<file path="config.mk">
export PLATFORM = sky130hd
export DESIGN_NAME = ase_cell
export DESIGN_NICKNAME = d
export VERILOG_FILES = /design/src/hw/rtl/ase_pkg.sv /design/src/hw/rtl/ase_cell.sv
export SDC_FILE = /design/constraint.sdc
export NUM_CORES = 1
export LEC_CHECK = 0
export BUFFER_PORTS_ARGS = -buffer_cell sky130_fd_sc_hd__buf_2
export CAP_MARGIN = 25
export CORE_UTILIZATION = 52
export DETAILED_ROUTE_END_ITERATION = 8
export PLACE_DENSITY = 0.87
export SLEW_MARGIN = 10
export SYNTH_ARGS = -nofsm -noshare
export SYNTH_HDL_FRONTEND = slang
export SYNTH_SLANG_ARGS = --single-unit
export TNS_END_PERCENT = 5
</file>
<file path="constraint.sdc">
create_clock -name clk_i -period 3.38 [get_ports clk_i]
set_input_delay 0.169 -clock clk_i [delete_from_list [all_inputs] [get_ports clk_i]]
set_output_delay 0.169 -clock clk_i [all_outputs]
set_load 0.02 [all_outputs]
</file>
<file path="src/hw/rtl/ase_pkg.sv">
// Package with shared types for the ascending sort engine.
`timescale 1ns / 1ps
package ase_pkg;

  localparam int unsigned ValueWidth = 32;

  typedef enum logic [1:0] {
    S_FILL,
    S_SETTLE,
    S_DRAIN
  } ase_state_e;

  typedef struct packed {
    logic                         vld;
    logic signed [ValueWidth-1:0] val;
  } ase_link_t;

  typedef struct packed {
    logic shift;
  } ase_ctrl_t;

endpackage

</file>
<file path="src/hw/rtl/ase_cell.sv">
// One cell of the sorting chain: holds the smallest value it has seen, passes larger ones on.
`timescale 1ns / 1ps
module ase_cell import ase_pkg::*; (
  input  logic      clk_i,
  input  logic      rst_ni,
  input  ase_ctrl_t ctrl_i,
  input  ase_link_t ins_i,
  input  ase_link_t right_i,
  output ase_link_t carry_o,
  output ase_link_t held_o
);

  ase_link_t held_q, held_d;
  ase_link_t carry_q, carry_d;

  always_comb begin
    held_d  = held_q;
    carry_d = carry_q;
    carry_d.vld = 1'b0;
    if (ctrl_i.shift) begin
      // Drain: take the right neighbor's value.
      held_d = right_i;
    end else if (ins_i.vld) begin
      if (!held_q.vld) begin
        held_d = ins_i;
      end else if (ins_i.val < held_q.val) begin
        held_d  = ins_i;
        carry_d = held_q;
      end else begin
        carry_d = ins_i;
      end
    end
  end

  always_ff @(posedge clk_i or negedge rst_ni) begin
    if (!rst_ni) begin
      held_q  <= '0;
      carry_q <= '0;
    end else begin
      held_q  <= held_d;
      carry_q <= carry_d;
    end
  end

  assign carry_o = carry_q;
  assign held_o  = held_q;

endmodule

</file>
# Word level (Yosys, flattened, before mapping)
# Cells that the tools add are included.
dict set report word_totals {
  ff_bits 66
  latch_bits 0
  ram_bits 0
  mem_bits_ro 0
  in_bits 69
  output_inout_bits 66
  elab_cells 18
  n_memories 0
}
dict set report op_classes {
  n_addsub 0
  multipliers 0
  div 0
  n_lt_le_gt_ge 1
  eq_ne 1
  shift 0
  mux 8
  bitwise 1
  n_reduce_logical 3
}
# cell n
set ops {}
lappend ops {{$mux W33} 5}
lappend ops {{$mux W32} 3}
lappend ops {{$lt A32 B32 Y1} 1}
lappend ops {{$ne A3 B2 Y1 const B} 1}
lappend ops {{$reduce_and A3 Y1} 1}
lappend ops {{$reduce_and A2 Y1} 1}
lappend ops {{$reduce_bool A2 Y1} 1}
lappend ops {{$not A1 Y1} 1}

# Longest topological paths before layout
# Gate-level depths: netlist (run 1).
dict set report logic_depth {
  depth_word 5
  ltp_mapped 11
  depth_no_buf 8
}

# Worst setup path after synthesis (run 1)
# No wires, ideal clock.
dict set report synth_path {
  path_kind {flip-flop to flip-flop}
  start {register held_q, in the netlist held_o[11]}
  end {register held_q, in the netlist held_o[0]}
  setup_ns 0.128
  arrival_time_ns 2.780
  t_required_ns 3.252
  setup_slack_ns 0.473
  path_stages_with_launch 10
  n_path_buf 1
  period_less_slack_ns 2.907
  cell_sequence {dfrtp_1 -> inv_1 -> ha_1 -> and4_1 -> nand2_1 -> or4_1 -> a31o_1 -> buf_6 -> a2111oi_4 -> mux2_1}
}
dict set report synth_via {
  elab_chain_len 3
}
# item line
set synth_lines {}
lappend synth_lines {{from (decl)} ase_cell.sv:13} ;# ase_link_t held_q, held_d;
lappend synth_lines {{from (signal assigned)} ase_cell.sv:40} ;# held_q <= held_d;
lappend synth_lines {{$lt A32 B32 Y1} ase_cell.sv:26} ;# end else if (ins_i.val < held_q.val) begin
lappend synth_lines {{$ne A3 B2 Y1 (no line)} --}
lappend synth_lines {{$reduce_and A2 Y1 (no line)} --}
# No other way between the ends.
# A chain may end at the register's enable or synchronous reset.

# Final worst setup path (run 1)
dict set report layout_path {
  start {register held_q, in the netlist held_o[31]}
  end {register held_q, in the netlist held_o[25]}
}
# The elaborated chain is that of the path after synthesis.

==> flow_summary.json, run 1 <==
{
  "outcome": "finished, final reports clean",
  "num_rows": 32,
  "reg2reg_from": "held_o[31]",
  "final_nets": 676,
  "drt_iter0_drc": 235,
  "post_cts.repair.setup_buffers": 0,
  "synthMuxAreaShare_pct": 14.8,
  "ys_types": 37,
  "synth_edf_count": 0,
  "vdd_drop_max_mv": 0.329,
  "via_count": 4325,
  "slew_headroom_pct": 42.5,
  "grt_max_degree": 64,
  "setup_violations": 0,
  "fp.dieW_um": 93.5,
  "hpwl_um": 8910,
  "grt_pass1_vias": 4329,
  "final_area_sq_mm": 0.00536,
  "power_density_mw_per_mm2": 583,
  "path_clk_slew_ns": 0.07,
  "wl_per_cell_um": 18.4,
  "grt_antenna_before_repair": 0,
  "hold_viol": 0,
  "layout-drive-gt1-share_pct": 29.8,
  "cp_max_fo": 63,
  "slew_violations": 0,
  "grtUsageTotal_pct": 30.1,
  "ys_seq_area_share_pct": 38.0,
  "area_delta_synth_final_pct": 23.2,
  "dieArea_sq_mm": 0.00874,
  "worstSetupPathType": "flip-flop to flip-flop",
  "synth-main-ff-cell": "dfrtp_1",
  "reg2reg_depth": 10,
  "r2r_end": "held_o[25]",
  "fin_total_pwr_mw": 3.12,
  "rsz0062_at_grt": "no",
  "globalplace.congestion": 0.863,
  "insertion_delay_ns": 0.35,
  "synth_simple_gate_area_share_pct": 10.3,
  "leakage_nw": 2.53,
  "diodes": 0,
  "viasPerCell": 6.34,
  "core_sq_mm": 0.00793,
  "required_ns": 3.64,
  "synth_compound_area_share_pct": 20.8,
  "synth_top_area_share_pct": 38.0,
  "detail-route-antenna-nets": 0,
  "setup_slack_ns": 0.306,
  "maxCapViolCount": 0,
  "placed_area_sq_mm": 0.00515,
  "fin_crit_sh_pct": 90.9,
  "dpl_worst_slack_ns": 0.370,
  "placedCellCount": 666,
  "die_h_um": 93.5,
  "synth_xor_area_share_pct": 0,
  "cts_buffers": 9,
  "firstDrtPassIters": 5,
  "synthAdderAreaFrac_pct": 8.92,
  "netlist_area_sq_mm": 0.00435,
  "place.port_buffers": 134,
  "fmax_mhz": 325,
  "start_util_pct": 54.9,
  "cts_tree": "built",
  "synth_top_family_by_area": "compound AO/OA/AOI/OAI gates",
  "h-tree-depth": 3,
  "worst_ep_arrival_time_ns": 3.33,
  "wl_um": 12500,
  "crit_path_end_kind": "flip-flop",
  "final_util_pct": 67.6,
  "r2r_slack_ns": 0.31,
  "hold_depth": 3,
  "cts_buffer_depth": 2,
  "grt_pass1_wl_um": 20300,
  "gr-total-overflow": 0,
  "fill_cells": 642,
  "min_from": "right_i[32]",
  "setup_tns_ns": 0,
  "hold_path.class": "primary input to flip-flop",
  "yosys_warnings": 0,
  "io_pins": 135,
  "final_cells": 682,
  "hold-path-endpoint": "held_o[32]",
  "async_flop_share_pct": 100,
  "whs_ns": 0.0449,
  "synth_fp_nets": 554,
  "synth_area_leader_cell": "dfrtp_1",
  "cts-root-buf": "clkbuf_8",
  "synth-seq-cells": 66,
  "syn_avg_cell_area_sq_um": 9.58,
  "synth_area_leaders": "dfrtp_1 38%, mux2i_1 14%, ha_1 8.9%, a41oi_1 6.4%, o211ai_1 5.3%",
  "clkSinkCount": 66,
  "synthCells": 454,
  "drcViolationCount": 0,
  "min_period_ns": 3.07,
  "worst_pin_slew_ns": 0.863,
  "fin_skew_ns": 0.00858,
  "worstSetupStartpointType": "flip-flop"
}
-- logic make-up (layout without fill, tap and decap cells) --
kind of cell / after synthesis / after routing
AOI/OAI and AO/OA: 122 / 122
and+or+nand+nor: 95 / 95
buffers and inverters: 76 / 202
DFF: 66 / 66
muxes: 64 / 64
adders and majority gates: 31 / 31
-- cells in the final DEF, fill, tap and decap left out, types with 12 or more instances in the layout --
cell,instances
a31oi_1,31
a41oi_1,32
buf_2,134
buf_4,15
clkbuf_8,12
dfrtp_1,66
ha_1,30
inv_1,35
mux2i_1,62
nor2_1,35
nor3_1,31
o211ai_1,31
-- synthesized netlist by cell type (2+ instances only) --
| cell | count |
|---|---|
| buf_6 | 4 |
| a41oi_1 | 32 |
| nor2_1 | 37 |
| nand4_1 | 5 |
| nand3_1 | 4 |
| o21ai_0 | 5 |
| dfrtp_1 | 66 |
| inv_1 | 35 |
| mux2i_1 | 62 |
| a221o_1 | 2 |
| clkbuf_1 | 35 |
| o211ai_1 | 31 |
| nand2_1 | 9 |
| ha_1 | 31 |
| a31oi_1 | 32 |
| a21oi_1 | 11 |
| nor3_1 | 31 |
| a21o_1 | 2 |
| and4_1 | 2 |
-- timing repair --
item	4_1_cts	5_1_grt
hold endpoints to repair	37	0
hold buffers	1	0
resized for setup	0	0
-- layer usage --
metal	vias up	routed length, um	GRT usage, %
met5	-	0	0
met4	0	313	16.4
met3	37	1150	4.72
met2	284	5940	47.5
met1	2040	5130	39.5
li1	1964	-	-
-- registers in the layout, summed over array words and instances (netlist names) --
signal	count
carry_o	33
held_o	33
-- worst max-delay path by stage --
stage | from | end | slack (ns) | depth (start not counted)
floorplan | held_o[11] | held_o[0] | 0.47 | 9
global placement | held_o[10] | held_o[11] | 0.57 | 9
detailed placement | held_o[31] | held_o[15] | 0.37 | 10
CTS | held_o[31] | held_o[15] | 0.35 | 10
global route | held_o[31] | held_o[25] | 0.08 | 10
finish | held_o[31] | held_o[25] | 0.31 | 10
-- cell type report --
cell class                 instances  area (sq um)  area share, %
multi-input combinational        312          2410           45.0
sequential                        66          1650           30.8
timing repair buffer             152           833           15.5
clock buffer                      13           169           3.15
inverter                          35           131           2.45
tap                              102           128           2.38
clock inverter                     2          35.0          0.653
-- worst max-delay path: stages, from the launching register on --
cell       delay [ns]
dfrtp_1          0.37
inv_1            0.07
ha_2             0.33
buf_4            0.52
inv_1            0.19
a21oi_1          0.17
a221o_1          0.21
nor4_1           0.10
a2111oi_4        0.53
buf_12           0.27
mux2i_1          0.23
-- where the power goes --
group	internal [mW]	switching (mW)	total, mW
clock	0.396	0.295	0.691
sequential	0.974	0.124	1.10
combinational	0.488	0.847	1.34
(Power assumes the default switching activity.)
==> run 2: changes to the inputs <==
Settings changed: ABC_CLOCK_PERIOD_IN_PS set to 3380, BUFFER_PORTS_ARGS -buffer_cell sky130_fd_sc_hd__buf_2 to not set, CORE_UTILIZATION 52 to 55, DONT_BUFFER_PORTS set to 1, PLACE_DENSITY 0.87 to 0.76.
==> run 2 against run 1 <==
Net effect:
- register-to-register slack got worse by 0.11 ns
- routed wire length is 0.32% higher
- first-iteration DRC count grew 0.85%
- flip-flop and latch count unchanged
- via count fell by 11%
- hold slack got worse by 0.039 ns
- critical path type unchanged
- critical endpoint is now held_o[0]
- largest power group is now sequential cells
- highest routed layer unchanged
==> flow_summary.json, run 2 (synthesis results as in run 1) <==
{
  "slowest_delay_ns": 0.61,
  "cp_max_fo": 11,
  "hold_viol": 0,
  "cts-root-buf": "clkbuf_8",
  "r2r_slack_ns": 0.20,
  "highest_layer": "met4",
  "crit_buf_inv": 2,
  "grt_pass1_vias": 3969,
  "wl_per_cell_um": 21.5,
  "io_pins": 135,
  "setup_violations": 0,
  "fin_skew_ns": 0.0128,
  "viasPerCell": 6.58,
  "fin_crit_sh_pct": 94.2,
  "final_nets": 578,
  "final_util_pct": 65.4,
  "layout-drive-gt1-share_pct": 10.6,
  "diodes": 0,
  "drt_iter0_drc": 237,
  "detail-route-antenna-nets": 0,
  "hold_path.class": "primary input to flip-flop",
  "place.port_buffers": 0,
  "maxCapViolCount": 0,
  "area_delta_synth_final_pct": 15.5,
  "worstSetupStartpointType": "flip-flop",
  "worst_pin_slew_ns": 0.715,
  "most-common-layout-cells": "66 x dfrtp_1, 62 x mux2i_1, 35 x inv_1, 35 x nor2_1, 32 x a41oi_1",
  "h-tree-depth": 3,
  "crit_family": "simple AND/OR/NAND/NOR gates",
  "cts_buffer_depth": 2,
  "multiInputGateArea_sq_mm": 0.00241,
  "die_h_um": 90.9,
  "slew_headroom_pct": 52.2,
  "via_count": 3847,
  "cts_buffers": 9,
  "core_sq_mm": 0.00769,
  "fill_cells": 636,
  "m1WireLength_um": 5170,
  "min_period_ns": 3.18,
  "outcome": "finished, final reports clean",
  "num_rows": 32,
  "slew_violations": 0,
  "final_cells": 585,
  "fmax_mhz": 314,
  "globalplace.congestion": 0.850,
  "cts_tree": "built",
  "setup_tns_ns": 0,
  "path_clk_slew_ns": 0.07,
  "clkSinkCount": 66,
  "drcViolationCount": 0,
  "worstSetupPathType": "flip-flop to flip-flop",
  "insertion_delay_ns": 0.36,
  "post_cts.repair.setup_buffers": 0,
  "wl_um": 12600,
  "start_util_pct": 56.6,
  "hpwl_um": 8090,
  "layout_commonest_cell": "dfrtp_1",
  "vdd_drop_max_mv": 0.285,
  "wl_met2_um": 5890,
  "power_density_mw_per_mm2": 587,
  "placedCellCount": 542,
  "leakage_nw": 2.17,
  "required_ns": 3.62,
  "rsz0062_at_grt": "no",
  "worst_ep_arrival_time_ns": 3.42,
  "slowest_stage": "or4_1",
  "grt_max_degree": 67,
  "grtUsageTotal_pct": 31.6,
  "crit_chain": "inv_1 -> ha_1 -> and4_1 -> nand2_1 -> or4_1 -> a31o_1 -> a2111oi_4 -> buf_4 -> mux2_1",
  "firstDrtPassIters": 5,
  "crit_path_end_kind": "flip-flop",
  "fp.dieW_um": 90.9,
  "dieArea_sq_mm": 0.00827,
  "final-seq-area_sq_mm": 0.00165,
  "grt_pass1_wl_um": 20300,
  "grt_antenna_before_repair": 0,
  "wl_met3_um": 1150,
  "gr-total-overflow": 0
}
==> run 2: where the power goes <==
group / internal, mW / switching [mW]
registers: 0.971 / 0.345
clock network: 0.359 / 0.325
logic: 0.388 / 0.562
==> run 2: per-layer routing <==
metal,track usage (%),up-vias
met1,39.8,1831
li1,-,1783
met5,0,-
met4,15.2,0
met2,50.9,197
met3,7.96,36
==> run 2: area by class of cell <==
class | count | share of cell area [%]
Clock buffer | 11 | 2.81
Clock inverter | 5 | 1.07
Inverter | 35 | 2.61
Multi-Input combinational cell | 312 | 48.0
Sequential cell | 66 | 32.9
Tap cell | 102 | 2.54
Timing Repair Buffer | 54 | 10.1
==> run 2: path summary, 6_finish.rpt <==
kind / depth (start not counted) / startpoint / end
max in group asynchronous: 2 / rst_ni / held_o[4]
hold / removal: 2 / ins_i[8] / carry_o[8]
min in group asynchronous: 2 / rst_ni / carry_o[32]
setup / recovery: 9 / held_o[12] / held_o[0]
setup reg to reg: 9 / held_o[12] / held_o[0]
hold reg to reg: 2 / held_o[10] / held_o[10]
==> run 2: what timing repair did <==
item,4_1_cts,5_1_grt
hold buffers,27,0
endpoints found under the hold margin,90,0
resized for setup,0,1
setup endpoints to repair,0,1
==> run 2: worst reg2reg max path, cell delays in order (launching register included) <==
cell,delay [ns]
dfrtp_1,0.48
inv_1,0.12
ha_1,0.28
and4_1,0.23
nand2_1,0.06
or4_1,0.61
a31o_1,0.29
a2111oi_4,0.35
buf_4,0.31
mux2_1,0.34
==> run 2: through the flow <==
| stage | hold WS, ns | instance area (sq um) | setup slack [ns] | power (mW) |
|---|---|---|---|---|
| 5_1_grt | 0.00974 | 5030 | 0.0000833 | 3.11 |
| 3_3_place_gp | -0.125 | 4540 | 0.267 | 2.18 |
| 4_1_cts | 0.00242 | 5020 | 0.180 | 2.94 |
| 3_5_place_dp | -0.125 | 4540 | 0.212 | 2.22 |
| 2_1_floorplan | -0.127 | 4350 | 0.473 | 1.96 |
| 6_report | 0.00620 | 5030 | 0.196 | 2.95 |
